<file path="src/hdl/cba_ram.sv">
// Generic single-port-write, single-port-read synchronous RAM, registered read.
// Depends on nothing.
`timescale 1ns / 1ps
`default_nettype none
module cba_ram #(
    parameter int unsigned WIDTH = 8,
    parameter int unsigned DEPTH = 256
) (
    input  wire                     i_clk,
    input  wire                     i_we,
    input  wire [$clog2(DEPTH)-1:0] i_waddr,
    input  wire [WIDTH-1:0]         i_wdata,
    input  wire [$clog2(DEPTH)-1:0] i_raddr,
    output logic [WIDTH-1:0]        o_rdata
);
    logic [WIDTH-1:0] r_mem [DEPTH];

    // write and registered read
    always_ff @(posedge i_clk) begin
        if (i_we) begin
            r_mem[i_waddr] <= i_wdata;
        end
        o_rdata <= r_mem[i_raddr];
    end
endmodule
`default_nettype wire

</file>
<file path="config.mk">
export PLATFORM = sky130hd
export DESIGN_NAME = cba_ram
export DESIGN_NICKNAME = d
export VERILOG_FILES = /design/src/hdl/cba_ram.sv
export SDC_FILE = /design/constraint.sdc
export NUM_CORES = 2
export LEC_CHECK = 0
export BUFFER_PORTS_ARGS = -buffer_cell sky130_fd_sc_hd__buf_2
export CAP_MARGIN = 15
export CORE_UTILIZATION = 55
export CTS_BUF_LIST = sky130_fd_sc_hd__clkbuf_4
export DETAILED_ROUTE_END_ITERATION = 10
export PLACE_DENSITY = 0.83
export SKIP_LAST_GASP = 1
export SLEW_MARGIN = 20
export SYNTH_ARGS = -nofsm -noshare
export SYNTH_HDL_FRONTEND = slang
export SYNTH_SLANG_ARGS = --single-unit
</file>
<file path="constraint.sdc">
create_clock -name i_clk -period 4.8 [get_ports i_clk]
set_input_delay 0.24 -clock i_clk [delete_from_list [all_inputs] [get_ports i_clk]]
set_output_delay 0.24 -clock i_clk [all_outputs]
set_load 0.03 [all_outputs]
</file>
### After elaboration in Yosys (flattened, before gate mapping)

Memories as Yosys holds them, arrays and structs flattened. A register that Yosys moved wholly into a read port is not among the register bits.
Index checks and enable logic that the tools add are counted.

| cells by class | value |
|---|---|
| mux-type cells | 2 |

Operator list:

| kind | count |
|---|---|
| $mux W1 | 2 |

| word-level totals | value |
|---|---|
| bits in registers | 0 |
| input bits | 26 |
| RAM bits | 2,048 |
| output and inout port bits | 8 |
| memories kept | 1 |

Memories:

| memory | words | width | rd ports | clocked after Yosys merged registers in | wr ports | RTL line | source |
|---|---|---|---|---|---|---|---|
| r_mem | 256 | 8 | 1 | 1 | 1 | 16 | `logic [WIDTH-1:0] r_mem [DEPTH];` |

### Depth between registers and ports, before layout

| depth | value |
|---|---|
| depth in word-level cells | 2 |
| gate-level depth with buffers | 11 |
| gate-level depth less buffers | 6 |

### Worst setup path before layout

No wires, ideal clock.

| path | value |
|---|---|
| path type | input to register |
| start point | in i_raddr[0] |
| end point | reg o_rdata[2], read port of r_mem |
| arrival time | 2,047 ps |
| stages on the path | 9 |
| library setup time | 131 ps |
| path buffers | 4 |
| setup slack | 2,622 ps |
| cells stage by stage | buf_6 buf_12 buf_8 buf_2 mux4_2 a22oi_1 a21oi_1 nor4_1 nor4_2 |

RTL lines:

| what | RTL line | source |
|---|---|---|
| start: declaration | 13 | `input wire [$clog2(DEPTH)-1:0] i_raddr,` |
| end: declaration | 14 | `output logic [WIDTH-1:0] o_rdata` |

==> metrics.txt <==
status=finished clean; worst skew pair latency=about 1.4 ns; vias in the first global route=between 40,000 and 50,000; Area Overhead vs Synth=10.6%; RSZ-0062 raised after global routing=no; VDD IR-drop max=roughly 0.32 mV; Avg Cell Area, Syn=approximately 21 sq um; WL final=~200,000 um; Setup CP Type=input pin to flop; final setup TNS=0 ns; total CTS buffers=approximately 480; initial antenna violation count=9; global-route wire length before repair=282,000 um; core area=0.143 sq mm; total global routing track utilization=0.269; setup ws final=between 1.5 and 2 ns; yosys warns=0; max-cap viol count=0; io pins=34; Post-DP Area=0.0818 sq mm; Clock Skews=roughly 0.11 ns; worst path required time=6.00 ns; Post-Synthesis Net Count=3,759; Root Driver=clkbuf_4; largest net degree at the start of global routing=153; Iter 0 DRT Violations=around 6,700; relative slew slack=0.136; Synth cell types=55; CP Launch Type=input pin; Post-synth EDFFs=slightly above 2,000; HP Class=input pin to flop; Power Density=about 400 mW/mm^2; sequential share of the synthesized area=0.775; Die Area=about 0.15 sq mm; Synth area leader=edfxtp_1; Die Ht=382 um; fill cell count=between 9,000 and 10,000; top post-synthesis cells by area=edfxtp_1 77%, mux4_2 13%, mux2i_1 1.7%; Post-CTS Setup Inserts=0; Final min period=around 3.3 ns; Post-route DRC=0; Non-Filler Cell Area, Final=about 0.088 sq mm; Initial Util=0.554; Routed Antenna Nets=0; Post-Synthesis Cells=about 3,700; Post-layout nets=between 4,000 and 5,000; # port buffers=33; Max clock buf depth=4; TritonRoute pass-1 iters=9; # setup viols final=0; vias post-DR=42,600; Crit path arrival time=~4.5 ns; Setup Slack @ Placement=1.06 ns; DR WL/cell=30.6 um; die width=382 um; worst path cell trace=dlygate4sd3_1, buf_2, nand2b_1, a211oi_1, a311oi_1, dlygate4sd3_1, o221ai_1, a211oi_1, nor4_1; Yosys top cell area share=0.773; max-slew violations=0; Post-CTS Resized=0; Crit. End Element=flop; DPL Wire Length=around 120,000 um; vias per cell=~6.6; Post-synth top flop=edfxtp_1; clock sinks=between 2,000 and 2,500; slowest CP cell=a211oi_1; H-tree levels=5; grt total ovfl=0; Worst-Margin Slew=~1.3 ns; count of final hold-check violations=0; leakage power=between 20 and 30 nW; row cnt=about 140; Fmax=307 MHz; Yosys reg bits=~2,000; share of cells above drive strength 1=0.297; CP max FO=23; CTS tree=yes; Max stage delay on crit path=about 0.86 ns; final period utilization=0.678; Syn Std Cell Area=0.0796 sq mm; ys async rst share=0; clk slew on worst S/H paths=~0.080 ns; gpl congestion=0.888
synthesized netlist by cell type (3+ instances only):
master and instances:
a211oi_1 16, a21oi_1 96, a221oi_1 13, a22o_1 8, a22oi_1 133, and2_1 6, buf_1 22, buf_12 8
buf_2 31, buf_4 27, buf_6 21, buf_8 13, clkbuf_1 111, dfxtp_1 8, edfxtp_1 2048, mux2i_1 134
mux4_2 454, nand2_1 33, nand2b_1 8, nand3_1 34, nand4_1 10, nor2_1 282, nor2b_1 31, nor3_1 22
nor4_1 24, nor4_2 3, o211ai_1 10, o21ai_0 10, o221ai_1 46, o22a_1 5, o22ai_1 28, o32ai_1 4
or2_2 4
sequential cells by signal (all words and copies together) (netlist names):
signal   count
r_mem     2048
o_rdata      8
final timing paths:
| path | start | endpoint | slack, ns | depth (start not counted) |
|---|---|---|---|---|
| hold reg to reg | r_mem[115][7] | o_rdata[7] | 1.04 | 5 |
| setup / recovery | i_raddr[4] | o_rdata[5] | 1.55 | 9 |
| setup reg to reg | r_mem[101][1] | o_rdata[1] | 1.70 | 6 |
| hold / removal | i_wdata[0] | r_mem[230][0] | 0.08 | 2 |
worst max-delay path: cells and delay by family:
kind,cells,cell delay (ns)
buf+inv,3,1.86
simple gates,2,0.89
compound gates,4,1.44
power breakdown:
| part | total, mW | internal (mW) | leakage, nW | switching, mW |
|---|---|---|---|---|
| combinational | 1.81 | 0.608 | 5.66 | 1.21 |
| sequential | 19.8 | 19.8 | 18.5 | 0.0489 |
| clock | 13.5 | 6.78 | 3.50 | 6.70 |
| total | 35.1 | 27.2 | 27.6 | 7.95 |
cells by family after synthesis:
group                  count (synthesis)  synth area share
buffers and inverters                235            0.0183
DFF                                 2056             0.775
muxes                                591             0.146
AOI/OAI and AO/OA                    385            0.0342
and+or+nand+nor                      466            0.0263
timing repair:
action                                 4_1_cts  5_1_grt
hold buffers                                25        0
endpoints found under the hold margin     2192        0
setup endpoints to repair                    0        0
through the flow:
step                hold WS, ns  total power, mW  std cells  utilization
finish                   0.0822             35.1       6421        0.613
global route             0.0249             36.1       6417        0.613
CTS                     0.00430             35.2       6410        0.613
detailed placement        0.773             22.0       5546        0.570
global placement          0.779             21.9       5542        0.570
floorplan                 0.339             21.2       3733            -
placed cells by master (no fill, tap or decap), types with 10 or more instances in the layout:
master and count:
mux4_2 454, mux2i_1 134, a211oi_1 16, buf_2 23
nand3_1 34, nor2_1 275, buf_4 95, a21oi_1 96
o221ai_1 46, a22oi_1 133, o211ai_1 10, nor3_1 22
nand4_1 10, edfxtp_1 2048, diode_2 11, clkbuf_4 682
nor2b_1 28, dlygate4sd3_1 25, nor4_1 19, a221oi_1 13
clkinv_1 130, o22ai_1 28, o21ai_0 10, buf_12 14
nand2_1 32, clkinv_2 16
layer usage:
layer / global-route usage / vias to the layer above / wire (um)
met4: 0.125 / 4 / 9360
met1: 0.354 / 21300 / 65900
met3: 0.0880 / 591 / 28500
li1: - / 16900 / -
met5: 0 / - / 22
met2: 0.408 / 3765 / 92600
cell type report:
type | count | area, sq um | area share
sequential | 2056 | 61700 | 0.701
multi-input combinational | 1442 | 16500 | 0.188
clock buffer | 682 | 5120 | 0.0582
tap | 1903 | 2380 | 0.0271
timing repair buffer | 168 | 1510 | 0.0172
clock inverter | 157 | 741 | 0.00842
antenna | 11 | 27.5 | 0.000313
inverter | 2 | 7.51 | 0.0000853
No activity file was read; power rests on OpenSTA's default activity.
