--- src/hdl/cba_pkg.sv ---
// Package for the contiguous block allocator: request/result types and codes.
// Depends on nothing.
`timescale 1ns / 1ps
`default_nettype none
package cba_pkg;
    localparam int unsigned STATUS_W = 3;

    typedef enum logic [STATUS_W-1:0] {
        ST_OK       = 3'd0,
        ST_EMPTY    = 3'd1,
        ST_NO_RUN   = 3'd2,
        ST_BAD_IDX  = 3'd3,
        ST_OVERFLOW = 3'd4,
        ST_NULL     = 3'd5
    } t_status;

    localparam logic CMD_ALLOC = 1'b0;
    localparam logic CMD_FREE  = 1'b1;

    typedef struct packed {
        logic        cmd;
        logic [13:0] request_bytes;
        logic [7:0]  block_index;
        logic        null_handle;
    } t_req;

    typedef struct packed {
        logic [2:0] status;
        logic [7:0] first_block;
        logic [8:0] block_count;
    } t_rsp;

    typedef enum logic [4:0] {
        S_IDLE,
        S_INIT,
        S_DECODE,
        S_POP_RD,
        S_POP_WR,
        S_SORT_RD_I,
        S_SORT_WAIT_I,
        S_SORT_RD_J,
        S_SORT_CMP,
        S_SORT_PUT,
        S_SCAN_RD,
        S_SCAN_CMP,
        S_CMP_RD,
        S_CMP_WR,
        S_REC,
        S_FREE_RD,
        S_FREE_CHK,
        S_FREE_WR,
        S_DONE
    } t_state;
endpackage
`default_nettype wire

--- src/hdl/cba_ctrl.sv ---
// Sequencer for the allocator: drives the free-list and run-length memories.
// Depends on cba_pkg.
`timescale 1ns / 1ps
`default_nettype none
module cba_ctrl
    import cba_pkg::*;
#(
    parameter int unsigned BLOCKS      = 256,
    parameter int unsigned BLOCK_BYTES = 64
) (
    input  wire                          i_clk,
    input  wire                          i_rst_n,
    input  wire                          i_start,
    input  t_req                         i_req,
    output logic                         o_busy,
    output logic                         o_done,
    output t_rsp                         o_rsp,
    output logic                         o_fl_we,
    output logic [$clog2(BLOCKS)-1:0]    o_fl_waddr,
    output logic [$clog2(BLOCKS)-1:0]    o_fl_wdata,
    output logic [$clog2(BLOCKS)-1:0]    o_fl_raddr,
    input  wire  [$clog2(BLOCKS)-1:0]    i_fl_rdata,
    output logic                         o_rl_we,
    output logic [$clog2(BLOCKS)-1:0]    o_rl_waddr,
    output logic [$clog2(BLOCKS+1)-1:0]  o_rl_wdata,
    output logic [$clog2(BLOCKS)-1:0]    o_rl_raddr,
    input  wire  [$clog2(BLOCKS+1)-1:0]  i_rl_rdata
);
    localparam int unsigned AW = $clog2(BLOCKS);
    localparam int unsigned CW = $clog2(BLOCKS + 1);
    localparam int unsigned NW = 15;  // width of request_bytes/BLOCK_BYTES + 1
    localparam int unsigned EW = (CW > NW ? CW : NW) + 1;

    t_state r_state, n_state;
    t_req   r_req, n_req;
    t_rsp   r_rsp, n_rsp;
    logic [CW-1:0] r_cnt, n_cnt;     // free_count
    logic [CW-1:0] r_i, n_i;         // outer index
    logic [CW-1:0] r_j, n_j;         // inner index / write pointer
    logic [CW-1:0] r_start, n_start;
    logic [NW-1:0] r_len, n_len;
    logic [NW-1:0] r_need, n_need;
    logic [AW-1:0] r_v, n_v;         // held value
    logic [AW-1:0] r_first, n_first;
    logic [AW:0]   r_base, n_base;   // value at run start
    logic [CW-1:0] r_used, n_used;

    logic [NW-1:0] need_calc;
    assign need_calc = NW'(r_req.request_bytes / BLOCK_BYTES) + NW'(1);

    // state and data registers
    always_ff @(posedge i_clk) begin
        if (!i_rst_n) begin
            r_state <= S_INIT;
            r_cnt   <= CW'(BLOCKS);
            r_i     <= '0;
        end else begin
            r_state <= n_state;
            r_cnt   <= n_cnt;
            r_i     <= n_i;
        end
        r_req   <= n_req;
        r_rsp   <= n_rsp;
        r_j     <= n_j;
        r_start <= n_start;
        r_len   <= n_len;
        r_need  <= n_need;
        r_v     <= n_v;
        r_first <= n_first;
        r_base  <= n_base;
        r_used  <= n_used;
    end

    // next state, memory control and results
    always_comb begin
        n_state = r_state;
        n_req = r_req; n_rsp = r_rsp; n_cnt = r_cnt; n_i = r_i; n_j = r_j;
        n_start = r_start; n_len = r_len; n_need = r_need; n_v = r_v;
        n_first = r_first; n_base = r_base; n_used = r_used;
        o_fl_we = 1'b0; o_fl_waddr = '0; o_fl_wdata = '0; o_fl_raddr = '0;
        o_rl_we = 1'b0; o_rl_waddr = '0; o_rl_wdata = '0; o_rl_raddr = '0;
        o_busy = 1'b1;
        o_done = 1'b0;
        unique case (r_state)
            // clear pass: free list ascending, run lengths zero
            S_INIT: begin
                o_fl_we = 1'b1; o_fl_waddr = r_i[AW-1:0]; o_fl_wdata = r_i[AW-1:0];
                o_rl_we = 1'b1; o_rl_waddr = r_i[AW-1:0]; o_rl_wdata = '0;
                n_i = r_i + CW'(1);
                if (r_i == CW'(BLOCKS - 1)) begin
                    n_state = S_IDLE;
                end
            end
            S_IDLE: begin
                o_busy = 1'b0;
                if (i_start) begin
                    n_req = i_req;
                    n_state = S_DECODE;
                end
            end
            S_DECODE: begin
                n_rsp = '0;
                n_need = need_calc;
                if (r_req.cmd == CMD_ALLOC) begin
                    if (r_cnt == '0) begin
                        n_rsp.status = ST_EMPTY; n_state = S_DONE;
                    end else if (EW'(need_calc) > EW'(r_cnt)) begin
                        n_rsp.status = ST_NO_RUN; n_state = S_DONE;
                    end else if (need_calc == NW'(1)) begin
                        n_i = CW'(1);
                        n_state = S_POP_RD;
                    end else begin
                        n_i = CW'(1);
                        n_state = S_SORT_RD_I;
                    end
                end else begin
                    if (r_req.null_handle) begin
                        n_rsp.status = ST_NULL; n_state = S_DONE;
                    end else if (EW'(r_req.block_index) >= EW'(BLOCKS)) begin
                        n_rsp.status = ST_BAD_IDX; n_state = S_DONE;
                    end else begin
                        n_state = S_FREE_RD;
                    end
                end
            end
            // single block: read head, then shift the list down one place
            S_POP_RD: begin
                o_fl_raddr = '0;
                n_start = '0;
                n_len = NW'(1);
                n_i = CW'(1);
                n_j = '0;
                n_state = S_POP_WR;
            end
            S_POP_WR: begin
                n_first = i_fl_rdata;
                n_base = {1'b0, i_fl_rdata};
                n_i = CW'(1);
                n_state = S_CMP_RD;
            end
            // insertion sort, one element per pass
            S_SORT_RD_I: begin
                if (r_i >= r_cnt) begin
                    n_i = CW'(1); n_start = '0; n_len = NW'(1);
                    o_fl_raddr = '0;
                    n_state = S_SCAN_RD;
                end else begin
                    o_fl_raddr = r_i[AW-1:0];
                    n_state = S_SORT_WAIT_I;
                end
            end
            S_SORT_WAIT_I: begin
                n_v = i_fl_rdata;
                n_j = r_i;
                n_state = S_SORT_RD_J;
            end
            S_SORT_RD_J: begin
                if (r_j == '0) begin
                    n_state = S_SORT_PUT;
                end else begin
                    o_fl_raddr = AW'(r_j - CW'(1));
                    n_state = S_SORT_CMP;
                end
            end
            S_SORT_CMP: begin
                if (i_fl_rdata > r_v) begin
                    o_fl_we = 1'b1; o_fl_waddr = r_j[AW-1:0]; o_fl_wdata = i_fl_rdata;
                    n_j = r_j - CW'(1);
                    n_state = S_SORT_RD_J;
                end else begin
                    n_state = S_SORT_PUT;
                end
            end
            S_SORT_PUT: begin
                o_fl_we = 1'b1; o_fl_waddr = r_j[AW-1:0]; o_fl_wdata = r_v;
                n_i = r_i + CW'(1);
                n_state = S_SORT_RD_I;
            end
            // run scan: entry 0 is being read on entry
            S_SCAN_RD: begin
                n_base = {1'b0, i_fl_rdata};
                if (r_i < r_cnt && r_len < r_need) begin
                    o_fl_raddr = r_i[AW-1:0];
                    n_state = S_SCAN_CMP;
                end else if (r_len == r_need) begin
                    n_first = r_base[AW-1:0];
                    n_i = r_start + CW'(r_need);
                    n_j = r_start;
                    n_state = S_CMP_RD;
                end else begin
                    n_rsp.status = ST_NO_RUN; n_state = S_DONE;
                end
                if (r_state == S_SCAN_RD && r_i != CW'(1)) begin
                    n_base = r_base;
                end
            end
            S_SCAN_CMP: begin
                if (EW'(r_base) + EW'(r_len) == EW'(i_fl_rdata)) begin
                    n_len = r_len + NW'(1);
                end else begin
                    n_start = r_i;
                    n_len = NW'(1);
                    n_base = {1'b0, i_fl_rdata};
                    n_first = i_fl_rdata;
                end
                n_i = r_i + CW'(1);
                n_state = S_SCAN_RD;
            end
            // compact list: move entries from r_i down to r_j
            S_CMP_RD: begin
                if (r_i >= r_cnt) begin
                    n_state = S_REC;
                end else begin
                    o_fl_raddr = r_i[AW-1:0];
                    n_state = S_CMP_WR;
                end
            end
            S_CMP_WR: begin
                o_fl_we = 1'b1; o_fl_waddr = r_j[AW-1:0]; o_fl_wdata = i_fl_rdata;
                n_i = r_i + CW'(1);
                n_j = r_j + CW'(1);
                n_state = S_CMP_RD;
            end
            S_REC: begin
                o_rl_we = 1'b1; o_rl_waddr = r_first; o_rl_wdata = CW'(r_need);
                n_cnt = r_cnt - CW'(r_need);
                n_rsp.status = ST_OK;
                n_rsp.first_block = 8'(r_first);
                n_rsp.block_count = 9'(r_need);
                n_state = S_DONE;
            end
            // free: read recorded run length
            S_FREE_RD: begin
                o_rl_raddr = AW'(r_req.block_index);
                n_state = S_FREE_CHK;
            end
            S_FREE_CHK: begin
                n_used = i_rl_rdata;
                if (EW'(r_cnt) + EW'(i_rl_rdata) > EW'(BLOCKS)
                    || EW'(r_req.block_index) + EW'(i_rl_rdata) > EW'(BLOCKS)) begin
                    n_rsp.status = ST_OVERFLOW; n_state = S_DONE;
                end else begin
                    n_i = '0;
                    n_state = S_FREE_WR;
                end
            end
            S_FREE_WR: begin
                if (r_i >= r_used) begin
                    n_cnt = r_cnt + r_used;
                    n_rsp.status = ST_OK;
                    n_rsp.block_count = 9'(r_used);
                    n_state = S_DONE;
                end else begin
                    o_fl_we = 1'b1;
                    o_fl_waddr = AW'(r_cnt + r_i);
                    o_fl_wdata = AW'(EW'(r_req.block_index) + EW'(r_i));
                    n_i = r_i + CW'(1);
                end
            end
            S_DONE: begin
                o_done = 1'b1;
                n_state = S_IDLE;
            end
            default: n_state = S_IDLE;
        endcase
    end

    assign o_rsp = r_rsp;
endmodule
`default_nettype wire

--- config.mk ---
export PLATFORM = sky130hd
export DESIGN_NAME = cba_ctrl
export DESIGN_NICKNAME = d
export VERILOG_FILES = /design/src/hdl/cba_pkg.sv /design/src/hdl/cba_ctrl.sv
export SDC_FILE = /design/constraint.sdc
export NUM_CORES = 1
export LEC_CHECK = 0
export BUFFER_PORTS_ARGS = -buffer_cell sky130_fd_sc_hd__buf_2
export CORE_ASPECT_RATIO = 1.5
export CORE_MARGIN = 2
export CORE_UTILIZATION = 40
export DETAILED_ROUTE_END_ITERATION = 12
export SYNTH_ARGS = -nofsm -noshare
export SYNTH_HDL_FRONTEND = slang
export SYNTH_SLANG_ARGS = --single-unit
--- constraint.sdc ---
create_clock -name i_clk -period 10.3 [get_ports i_clk]
set_input_delay 0.515 -clock i_clk [delete_from_list [all_inputs] [get_ports i_clk]]
set_output_delay 0.515 -clock i_clk [all_outputs]
set_load 0.03 [all_outputs]
---- After elaboration in Yosys (flattened, before gate mapping) ----
Index checks and enable logic that the tools add are counted.
word-level totals
  register bits after elaboration ......... 149
  bits of input ports ..................... 44
  output and inout bits ................... 73
cells by class
  $add $sub $neg .......................... 13
  $lt $le $gt $ge ......................... 8
  equality and inequality tests ........... 39
  muxes and demuxes ....................... 75
  reductions and logical operators ........ 32
operators by type and width
  operator               count
  $mux W9                18
  $mux W8                11
  $pmux W5 S17           1
  $pmux W9 S3            3
  $pmux W9 S7            1
  $pmux W8 S3            2
  $mux W5                9
  $pmux W15 S3           1
  $pmux W9 S5            1
  $eq A5 B4 Y1 const B   8
  $pmux W8 S5            1
  $ne A2 B2 Y1 const B   16
  $pmux W8 S2            2
  $pmux W8 S4            1
  $mux W15               2
  $mux W3                7
  $eq A5 B3 Y1 const B   4
  $gt A10 B9 Y1 const B  2
  $add A9 B1 Y9 const B  2
  $add A9 B9 Y9          2
  $ge A9 B9 Y1           2
  $logic_not A9 Y1       2
  $pmux W9 S2            1
  $add A8 B8 Y8          2
  39 further kinds       66

---- Longest topological paths before layout ----
Gate-level depths: netlist of run 1.
  word-level depth ........................ 7
  mapped depth ............................ 17
  depth with buffers taken out ............ 15

---- Least setup slack after synthesis of run 1 ----
OpenSTA, ideal clock, no wires.
  path kind ............................... register to output
  from .................................... register r_i[0]
  to ...................................... output o_fl_wdata[1]
  data arrival time ....................... 2.869 ns
  slack ................................... 6.916 ns
  cell stages (with the launch flop) ...... 13
  path buffers ............................ 3
  cells stage by stage .................... dfxtp_1 > clkbuf_1 > inv_1 > ha_1 > nand2b_1 > a21o_1 > a21oi_1 > o21ai_0 > a211oi_1 > and2_1 > clkbuf_1 > clkbuf_1 > a221o_1
between the ends
  word-level cells in the longest chain between the ends .. 3
  elaborated cells between the ends (all ways) .. 4
  those cells by class .................... add/sub (1); order compare (1); mux (2)
ends and longest elaborated chain
  item                                                  line                              source
  start: declaration                                    cba_ctrl.sv:38                    logic [CW-1:0] r_i, n_i;
  start signal: assignment                              cba_ctrl.sv:60                    r_i <= n_i;
  $add A8 B8 Y8 / $ge A9 B9 Y1 (equally long branches)  cba_ctrl.sv:256, cba_ctrl.sv:248
  $mux W8 *                                             cba_ctrl.sv:248                   if (r_i >= r_used) begin
  $pmux W8 S5 *                                         cba_ctrl.sv:84                    unique case (r_state)
  end: declaration                                      cba_ctrl.sv:20                    output logic [$clog2(BLOCKS)-1:0] o_fl_wdata,
Every way passes the cells marked *; elsewhere a longest branch is shown, timed or not.

---- Final worst setup path of run 1 ----
  from .................................... register r_i[0]
  to ...................................... output o_fl_waddr[3]
between the ends
  word-level cells in the longest chain between the ends .. 3
  elaborated cells between the ends (all ways) .. 4
  those cells by class .................... add/sub (1); order compare (1); mux (2)
ends and longest elaborated chain
  item                                                  line                              source
  $add A8 B8 Y8 / $ge A9 B9 Y1 (equally long branches)  cba_ctrl.sv:255, cba_ctrl.sv:248
  $mux W8 *                                             cba_ctrl.sv:248
  $pmux W8 S4 *                                         cba_ctrl.sv:84
  end: declaration                                      cba_ctrl.sv:19                    output logic [$clog2(BLOCKS)-1:0] o_fl_waddr,
Marks and branches as above.

==> run_results.csv, run 1 <==
group,metric,value,unit
critical_path,crit_path_max_fanout,17,
power_and_ir_drop,p_per_area,146,mW/mm2
route,drt_iter0_markers,651,
floorplanning,die_area,0.0274,mm2
placed_design,dp_cells,1541,
finish,area_growth,14.3,%
clock_network,cts_buffers,17,
clock_network,clk_latency,0.44,ns
floorplanning,num_io_pins,117,
timing,finClkSkew,0.0141,ns
critical_path,end_kind,"output port",
placed_design,gp_congestion,0.949,
timing,fin_crit_sh,43.5,%
global_routing,grt-ovfl-total,0,
finish,diodes,0,
critical_path,critPathLaunch,"r_i[0]",
synth,synth_seq_area_share,37.0,%
flow_run,drv_cap,0,
timing,finalHoldViolCount,0,
critical_path,crit_type,"reg2out",
status,outcome,"finished, final reports clean",
timing,final.min_clock_period,4.48,ns
clock_network,cts_max_path_buffers,2,
synth,synth_top_cell_by_area,"edfxtp_1",
synth,synth_area_leaders,"edfxtp_1 33%, ha_1 13%, dfxtp_1 4.4%",
synth,syn_inst,1129,
floorplanning,std_cell_rows,72,
critical_path,critPathLaunchType,"register",
placed_design,numPortBuffers,110,
timing,tns,0,ns
synth,yosysWarnings,0,
timing,max_freq,0.223,GHz
critical_path,path_buf_inv,3,
clock_network,htreeDepth,4,
power_and_ir_drop,ir_drop,0.123,mV
route,vias_per_cell,5.78,
clock_network,clock_sinks,136,
finish,finalNonFillerCells,1571,
synth,synthFlopType,"edfxtp_1",
clock_network,cts_resized,0,
route,drt_first_pass_iters,6,
critical_path,crit_top_cell,"inv_1",
placed_design,dp_hpwl,26200,um
critical_path,crit_slowest_cell,"and2_1",
critical_path,path_cells,"inv_1 -> ha_1 -> nand2b_1 -> a21o_1 -> a21oi_1 -> o21ai_0 -> a211oi_1 -> and2_1 -> a222oi_1 -> inv_1 -> buf_2",
timing,finalSetupViolations,0,
route,drc_errors,0,
worst_hold_path,min_to,"r_req[6]",
synth,synthArstFlopShare,0,%
finish,final_common_cell,"edfxtp_1",
critical_path,rr_worst_depth,7,
timing,hold-worst-slack,0.244,ns
synth,synth_edf_count,113,
global_routing,antenna_found_initial,0,
clock_network,cts_root_buffer,"clkbuf_16",
critical_path,arrival,3.97,ns
synth,syn_avg_cell_area,9.23,um2
finish,layout_common_cells,"113 x edfxtp_1, 110 x buf_2, 109 x ha_1, 103 x nand2_1, 91 x nor2_1",
synth,synth_cell_types,71,
clock_network,postCtsHoldBufs,0,
critical_path,cp.required,9.79,ns
clock_network,clk_pin_slew,0.06,ns
synth,syn_area,0.0104,mm2
clock_network,cts_tree,"built",
timing,relSlewSlack,27.2,%
floorplanning,die_y,202,um
critical_path,r2r-start,"r_state[0]",
worst_hold_path,hp-class,"in2reg",
route,ant_nets,0,
route,route.vias.total,9074,
synth,ys_ff_latch,136,
global_routing,grt_pass1_wl,50800,um
worst_hold_path,whs_path_depth,1,
timing,rsz0062_at_grt,"no",
route,wl_per_cell,21.3,um
power_and_ir_drop,p_leak,5.24,nW
finish,final_nets,1387,
worst_hold_path,min-delay-start,"i_req[6]",
synth,synth_top_area_share,32.6,%
global_routing,grt_max_degree,35,
floorplanning,die_w,136,um
global_routing,grt.total_usage,24.7,%
critical_path,max_stage_delay,0.71,ns
global_routing,grt_pass1_vias,9008,
route,drt_wl_total,33500,um
floorplanning,initial_core_util,40.6,%
clock_network,cts_setup_buffers,0,
finish,drive_gt1_share,13.6,%
critical_path,regToRegEndpoint,"r_start[4]",
critical_path,reg2reg_slack,6.25,ns
timing,slew_violations,0,
timing,worst_pin_slew,1.09,ns
floorplanning,core,0.0257,mm2
critical_path,crit_family,"compound AO/OA/AOI/OAI gates",
==> layer usage <==
| metal | wire [um] | vias to the layer above | global-route usage, % |
|---|---|---|---|
| met3 | 1810 | 87 | 3.80 |
| met2 | 17200 | 329 | 43.9 |
| met5 | 0 | - | 0 |
| met4 | 1910 | 0 | 14.1 |
| li1 | - | 4339 | - |
| met1 | 12600 | 4319 | 27.5 |
==> worst max-delay path by stage <==
stage | depth (start not counted) | slack, ns | to
finish | 11 | 5.82 | o_fl_waddr[3]
global route | 11 | 5.60 | o_fl_waddr[3]
CTS | 11 | 5.91 | o_fl_waddr[3]
detailed placement | 7 | 6.24 | r_start[5]
global placement | 7 | 6.27 | r_start[5]
floorplan | 12 | 6.92 | o_fl_wdata[1]
==> state kept, by name, indices dropped and copies added, names as in the netlist, 9 cells and up <==
signal   flops
r_len       15
r_used       9
r_j          9
r_cnt        9
r_i          9
r_start      9
r_req       18
o_rsp       20
r_need       9
==> Yosys cell counts (21+ instances only) <==
library cell	instances
xnor2_1	49
dfxtp_1	23
xor2_1	32
nand3_1	32
inv_1	80
nor3_1	23
ha_1	109
a21o_1	29
a21oi_1	65
and3_1	21
nor2_1	91
nand2_1	103
edfxtp_1	113
o21ai_0	72
clkbuf_1	43
==> cell families after synthesis <==
group                      Yosys count  share of synthesized area (%)
other                                1                         0.0360
AOI/OAI and AO/OA                  300                           19.6
and+or+nand+nor                    355                           16.2
xor gates and xnor gates            81                           6.81
buffers and inverters              129                           4.73
DFF                                136                           37.0
muxes                               11                           1.19
adders and majority gates          116                           14.4
==> per-stage QoR <==
stage | instance area [um2] | util (%) | total power [mW] | worst slack (ns)
floorplan | 10400 | - | 0.973 | 6.92
global placement | 11300 | 44.1 | 1.12 | 6.27
detailed placement | 11300 | 44.1 | 1.12 | 6.24
CTS | 11900 | 46.4 | 1.74 | 5.91
global route | 11900 | 46.4 | 1.80 | 5.60
finish | 11900 | 46.4 | 1.73 | 5.82
==> power breakdown <==
part | leakage, nW | internal [mW] | switching (mW)
registers | 1.26 | 0.615 | 0.0433
logic | 3.71 | 0.152 | 0.305
clock network | 0.276 | 0.375 | 0.243
total | 5.24 | 1.14 | 0.591
==> layout make-up <==
type / count / area, um2
clock buffer: 17 / 425
clock inverter: 13 / 158
fill: 2534 / 13800
inverter: 83 / 313
multi-input combinational: 868 / 6110
sequential: 136 / 3850
tap: 333 / 417
timing repair buffer: 121 / 633
Power figures use the tool's default switching activity.
==> inputs of run 2 (changes only) <==
Clock period 10.3 ns to 4.1 ns, I/O delays scaled along.
==> run_results.csv, run 2 (synthesis gave the netlist of run 1 again) <==
group,metric,value,unit
clock_network,htreeDepth,4,
floorplanning,num_io_pins,117,
finish,diodes,0,
clock_network,cts_buffers,17,
clock_network,clock_sinks,136,
route,drt_wl_total,34400,um
flow_run,drv_cap,0,
timing,finalSetupViolations,0,
route,wl_per_cell,21.2,um
critical_path,cp.required,3.89,ns
placed_design,gp_congestion,0.948,
timing,relSlewSlack,33.7,%
floorplanning,std_cell_rows,72,
global_routing,grt.total_usage,25.6,%
timing,rsz0062_at_grt,"no",
timing,tns,0,ns
clock_network,clk_pin_slew,0.06,ns
power_and_ir_drop,ir_drop,0.311,mV
timing,fin_crit_sh,94.7,%
status,outcome,"finished, final reports clean",
global_routing,grt_max_degree,32,
floorplanning,core,0.0257,mm2
clock_network,cts_setup_buffers,0,
placed_design,dp_hpwl,27100,um
clock_network,cts_max_path_buffers,2,
clock_network,cts_root_buffer,"clkbuf_16",
finish,final_common_cell,"edfxtp_1",
route,drc_errors,0,
floorplanning,die_y,202,um
global_routing,grt-ovfl-total,0,
route,route.vias.total,9285,
power_and_ir_drop,sw_frac_of_total,33.0,%
global_routing,grt_pass1_vias,9305,
critical_path,end_kind,"output port",
clock_network,clk_latency,0.44,ns
critical_path,crit_type,"reg2out",
power_and_ir_drop,p_leak,5.48,nW
timing,worst_pin_slew,0.986,ns
worst_hold_path,min-delay-start,"i_rl_rdata[6]",
global_routing,antenna_found_initial,0,
critical_path,critPathLaunch,"r_cnt[1]",
critical_path,crit_path_max_fanout,8,
global_routing,grt_pass1_wl,52400,um
finish,finalInstanceArea,0.0124,mm2
power_and_ir_drop,pwr-share-clk,37.2,%
critical_path,arrival,3.68,ns
power_and_ir_drop,p_per_area,366,mW/mm2
placed_design,numPortBuffers,110,
finish,fill_cells,2411,
power_and_ir_drop,switchingPower,1.49,mW
floorplanning,die_w,136,um
floorplanning,initial_core_util,40.6,%
finish,area_growth,18.9,%
timing,slew_violations,0,
route,drt_iter0_markers,716,
timing,finalHoldViolCount,0,
finish,layout_common_cells,"113 x edfxtp_1, 110 x buf_2, 109 x ha_1, 103 x nand2_1, 91 x nor2_1",
floorplanning,die_area,0.0274,mm2
critical_path,r2r-start,"r_req[15]",
finish,largest_reg_flops,20,
finish,drive_gt1_share,15.0,%
route,drt_first_pass_iters,6,
timing,final.min_clock_period,3.88,ns
timing,max_freq,0.258,GHz
placed_design,post_dp_cell_area,0.0115,mm2
route,vias_per_cell,5.72,
power_and_ir_drop,p_int,3.03,mW
power_and_ir_drop,power_frac_seq,36.0,%
route,ant_nets,0,
clock_network,cts_tree,"built",
power_and_ir_drop,comb_power_share,26.8,%
worst_hold_path,hp-class,"in2reg",
timing,finClkSkew,0.00784,ns
critical_path,critPathLaunchType,"register",
finish,final_nets,1436,
==> run 2: changes by cell type in the layout (fill, tap and decap cells not counted), moves of 2 or more <==
cell | before | now
buf_4 | 11 | 37
dlygate4sd3_1 | 0 | 23
clkinv_1 | 2 | 5
clkinv_2 | 5 | 2
bufinv_16 | 3 | 5
==> run 2: repair_timing <==
item | 4_1_cts | 5_1_grt
setup endpoints to repair | 0 | 13
endpoints found under the hold margin | 23 | 0
resized for setup | 0 | 1
hold buffers | 23 | 0
==> run 2: stage by stage <==
step           utilization [%]  cells  power [mW]  hold WS, ns  setup WS, ns
2_1_floorplan                -   1133        2.44        0.304         0.717
3_3_place_gp              44.9   1567        2.83        0.381         0.440
3_5_place_dp              44.9   1567        2.83        0.383         0.379
4_1_cts                   48.2   1622        4.53      0.00350         0.186
5_1_grt                   48.2   1622        4.71      0.00232        0.0592
6_report                  48.2   1622        4.53       0.0170         0.218
==> run 2: worst paths after layout <==
check | end | slack, ns | cells after the start
worst max register to register | r_i[0] | 0.36 | 15
worst min-delay path | r_used[6] | 0.02 | 1
worst min register to register | r_first[2] | 0.57 | 2
worst max-delay path | o_fl_raddr[0] | 0.22 | 12
==> run 2: layer usage <==
metal  global-route usage (%)  vias to the layer above  share of wire, %
met5                        0                        -                 0
met3                     3.55                       86               5.4
met1                     27.7                     4416                36
met2                     45.4                      343                51
met4                     17.4                        0               6.9
li1                         -                     4440                 -
==> run 2: area by class of cell <==
type	instances	area (um2)	area share (%)
repair buffers	170	1060	8.55
inverters	83	313	2.53
clock inverters	14	205	1.66
well taps	333	417	3.36
multi-input cells	868	6110	49.3
clock buffers	18	429	3.47
flip-flops and latches	136	3850	31.1
==> run 2: critical path: stages (launching register included) <==
cell and delay [ns]:
dfxtp_1 0.65, inv_1 0.23, ha_1 0.38, nor2b_1 0.14
o21bai_1 0.14, a311oi_1 0.15, nor2b_1 0.37, nand2_1 0.24
o31ai_1 0.30, buf_4 0.22, nand2_1 0.06, o21ai_0 0.11
buf_2 0.23
==> run 2: power by group through the flow <==
stage                     clock, mW  sequential (mW)  combinational, mW
after global placement            0             1.66               1.17
after detailed placement          0             1.66               1.17
after CTS                      1.70             1.63               1.20
final                          1.69             1.63               1.21
after global routing           1.76             1.64               1.32
after floorplan                   0             1.61              0.834
==> inputs of run 3 (changes only) <==
Settings changed: SETUP_SLACK_MARGIN from default to 0.5.
==> run_results.csv, run 3 (synthesis gave the netlist of run 1 again) <==
group,metric,value,unit
finish,largest_reg_flops,20,
power_and_ir_drop,p_leak,5.51,nW
timing,finClkSkew,0.00567,ns
route,route.vias.total,9316,
timing,final.min_clock_period,3.47,ns
power_and_ir_drop,comb_power_share,27.5,%
floorplanning,core,0.0257,mm2
timing,rsz0062_at_grt,"no",
critical_path,crit_path_max_fanout,8,
finish,layout_common_cells,"113 x edfxtp_1, 108 x ha_1, 108 x buf_2, 102 x nand2_1, 90 x nor2_1",
status,outcome,"finished, final reports clean",
clock_network,cts_buffers,17,
global_routing,grt_pass1_wl,52400,um
finish,final_nets,1441,
placed_design,dp_hpwl,27100,um
finish,drive_gt1_share,16.6,%
clock_network,clk_pin_slew,0.06,ns
critical_path,arrival,3.27,ns
power_and_ir_drop,p_per_area,367,mW/mm2
finish,diodes,0,
placed_design,dp_cells,1567,
power_and_ir_drop,ir_drop,0.316,mV
global_routing,antenna_found_initial,0,
finish,final_common_cell,"edfxtp_1",
power_and_ir_drop,pwr-share-clk,36.8,%
timing,worst_pin_slew,0.982,ns
placed_design,gp_congestion,0.948,
critical_path,critPathLaunchType,"register",
route,wl_per_cell,21.2,um
critical_path,cp.required,3.89,ns
clock_network,clk_latency,0.44,ns
critical_path,crit_type,"reg2out",
finish,finalNonFillerCells,1627,
finish,area_growth,19.8,%
floorplanning,die_w,136,um
timing,fin_crit_sh,84.7,%
power_and_ir_drop,power_frac_seq,35.6,%
finish,fill_cells,2399,
power_and_ir_drop,switchingPower,1.51,mW
timing,max_freq,0.288,GHz
timing,slew_violations,0,
global_routing,grt_pass1_vias,9296,
global_routing,grt.total_usage,25.6,%
clock_network,cts_tree,"built",
placed_design,numPortBuffers,110,
global_routing,grt_max_degree,32,
flow_run,drv_cap,0,
route,ant_nets,0,
clock_network,cts_root_buffer,"clkbuf_16",
global_routing,grt-ovfl-total,0,
clock_network,cts_max_path_buffers,2,
floorplanning,num_io_pins,117,
floorplanning,initial_core_util,40.6,%
critical_path,end_kind,"output port",
timing,tns,0,ns
clock_network,htreeDepth,4,
finish,post-route-util,48.6,%
route,vias_per_cell,5.73,
clock_network,clock_sinks,136,
route,drt_wl_total,34500,um
floorplanning,die_y,202,um
route,drt_first_pass_iters,7,
timing,finalHoldViolCount,0,
timing,finalSetupViolations,0,
floorplanning,die_area,0.0274,mm2
power_and_ir_drop,p_int,3.07,mW
floorplanning,std_cell_rows,72,
timing,relSlewSlack,34.0,%
worst_hold_path,hp-class,"in2reg",
route,drt_iter0_markers,662,
route,drc_errors,0,
power_and_ir_drop,sw_frac_of_total,33.0,%
==> run 3: critical path, stage by stage (launching register included) <==
cell and delay, ns:
dfxtp_1 0.45, inv_1 0.11, ha_1 0.36, a211o_1 0.31, a21oi_1 0.13, a311oi_1 0.15, nor2b_2 0.28, nand2_2 0.14
o31ai_1 0.27, buf_4 0.22, nand2_1 0.06, o21ai_0 0.09, buf_2 0.23
==> run 3: through the flow <==
step	hold WS (ns)	power, mW	worst slack (ns)	instance area (um2)
detailed placement	0.383	2.83	0.379	11500
global route	0.00225	4.77	0.500	12500
floorplan	0.304	2.44	0.717	10400
CTS	0.00350	4.54	0.520	12400
finish	0.0107	4.58	0.627	12500
global placement	0.381	2.83	0.440	11500
==> run 3: layer usage <==
metal  up-vias  global-route usage (%)  share of wire (%)
met2       370                    45.6                 52
met5         -                       0                  0
met3        87                    3.55                5.8
li1       4452                       -                  -
met4         0                    17.0                6.7
met1      4407                    27.8                 36
==> run 3: timing repair <==
action,4_1_cts,5_1_grt
setup buffers,0,5
resized for setup,10,16
hold buffers,23,0
pin swaps,0,2
hold endpoints to repair,23,0
setup endpoints to repair,33,57
==> run 3: path summary, 6_finish.rpt <==
kind	start	to	slack, ns	cells after the start
max reg2reg	r_need[1]	r_cnt[8]	0.69	13
max	r_cnt[6]	o_fl_raddr[4]	0.63	12
min	i_rl_rdata[6]	r_used[6]	0.01	1
min reg2reg	r_base[2]	r_first[2]	0.57	2
==> run 3: final cells by class <==
type | count | area [um2] | share of cell area [%]
Clock buffer | 18 | 429 | 3.44
Clock inverter | 14 | 205 | 1.64
Inverter | 83 | 313 | 2.51
Multi-Input combinational cell | 868 | 6150 | 49.3
Sequential cell | 136 | 3860 | 31.0
Tap cell | 333 | 417 | 3.34
Timing Repair Buffer | 175 | 1100 | 8.82
==> run 3: power by group through the flow <==
stage	Combinational, mW	Clock [mW]	Sequential [mW]
after floorplan	0.834	0	1.61
after global placement	1.17	0	1.66
after detailed placement	1.17	0	1.66
after CTS	1.20	1.70	1.63
after global routing	1.37	1.76	1.64
final	1.26	1.69	1.63
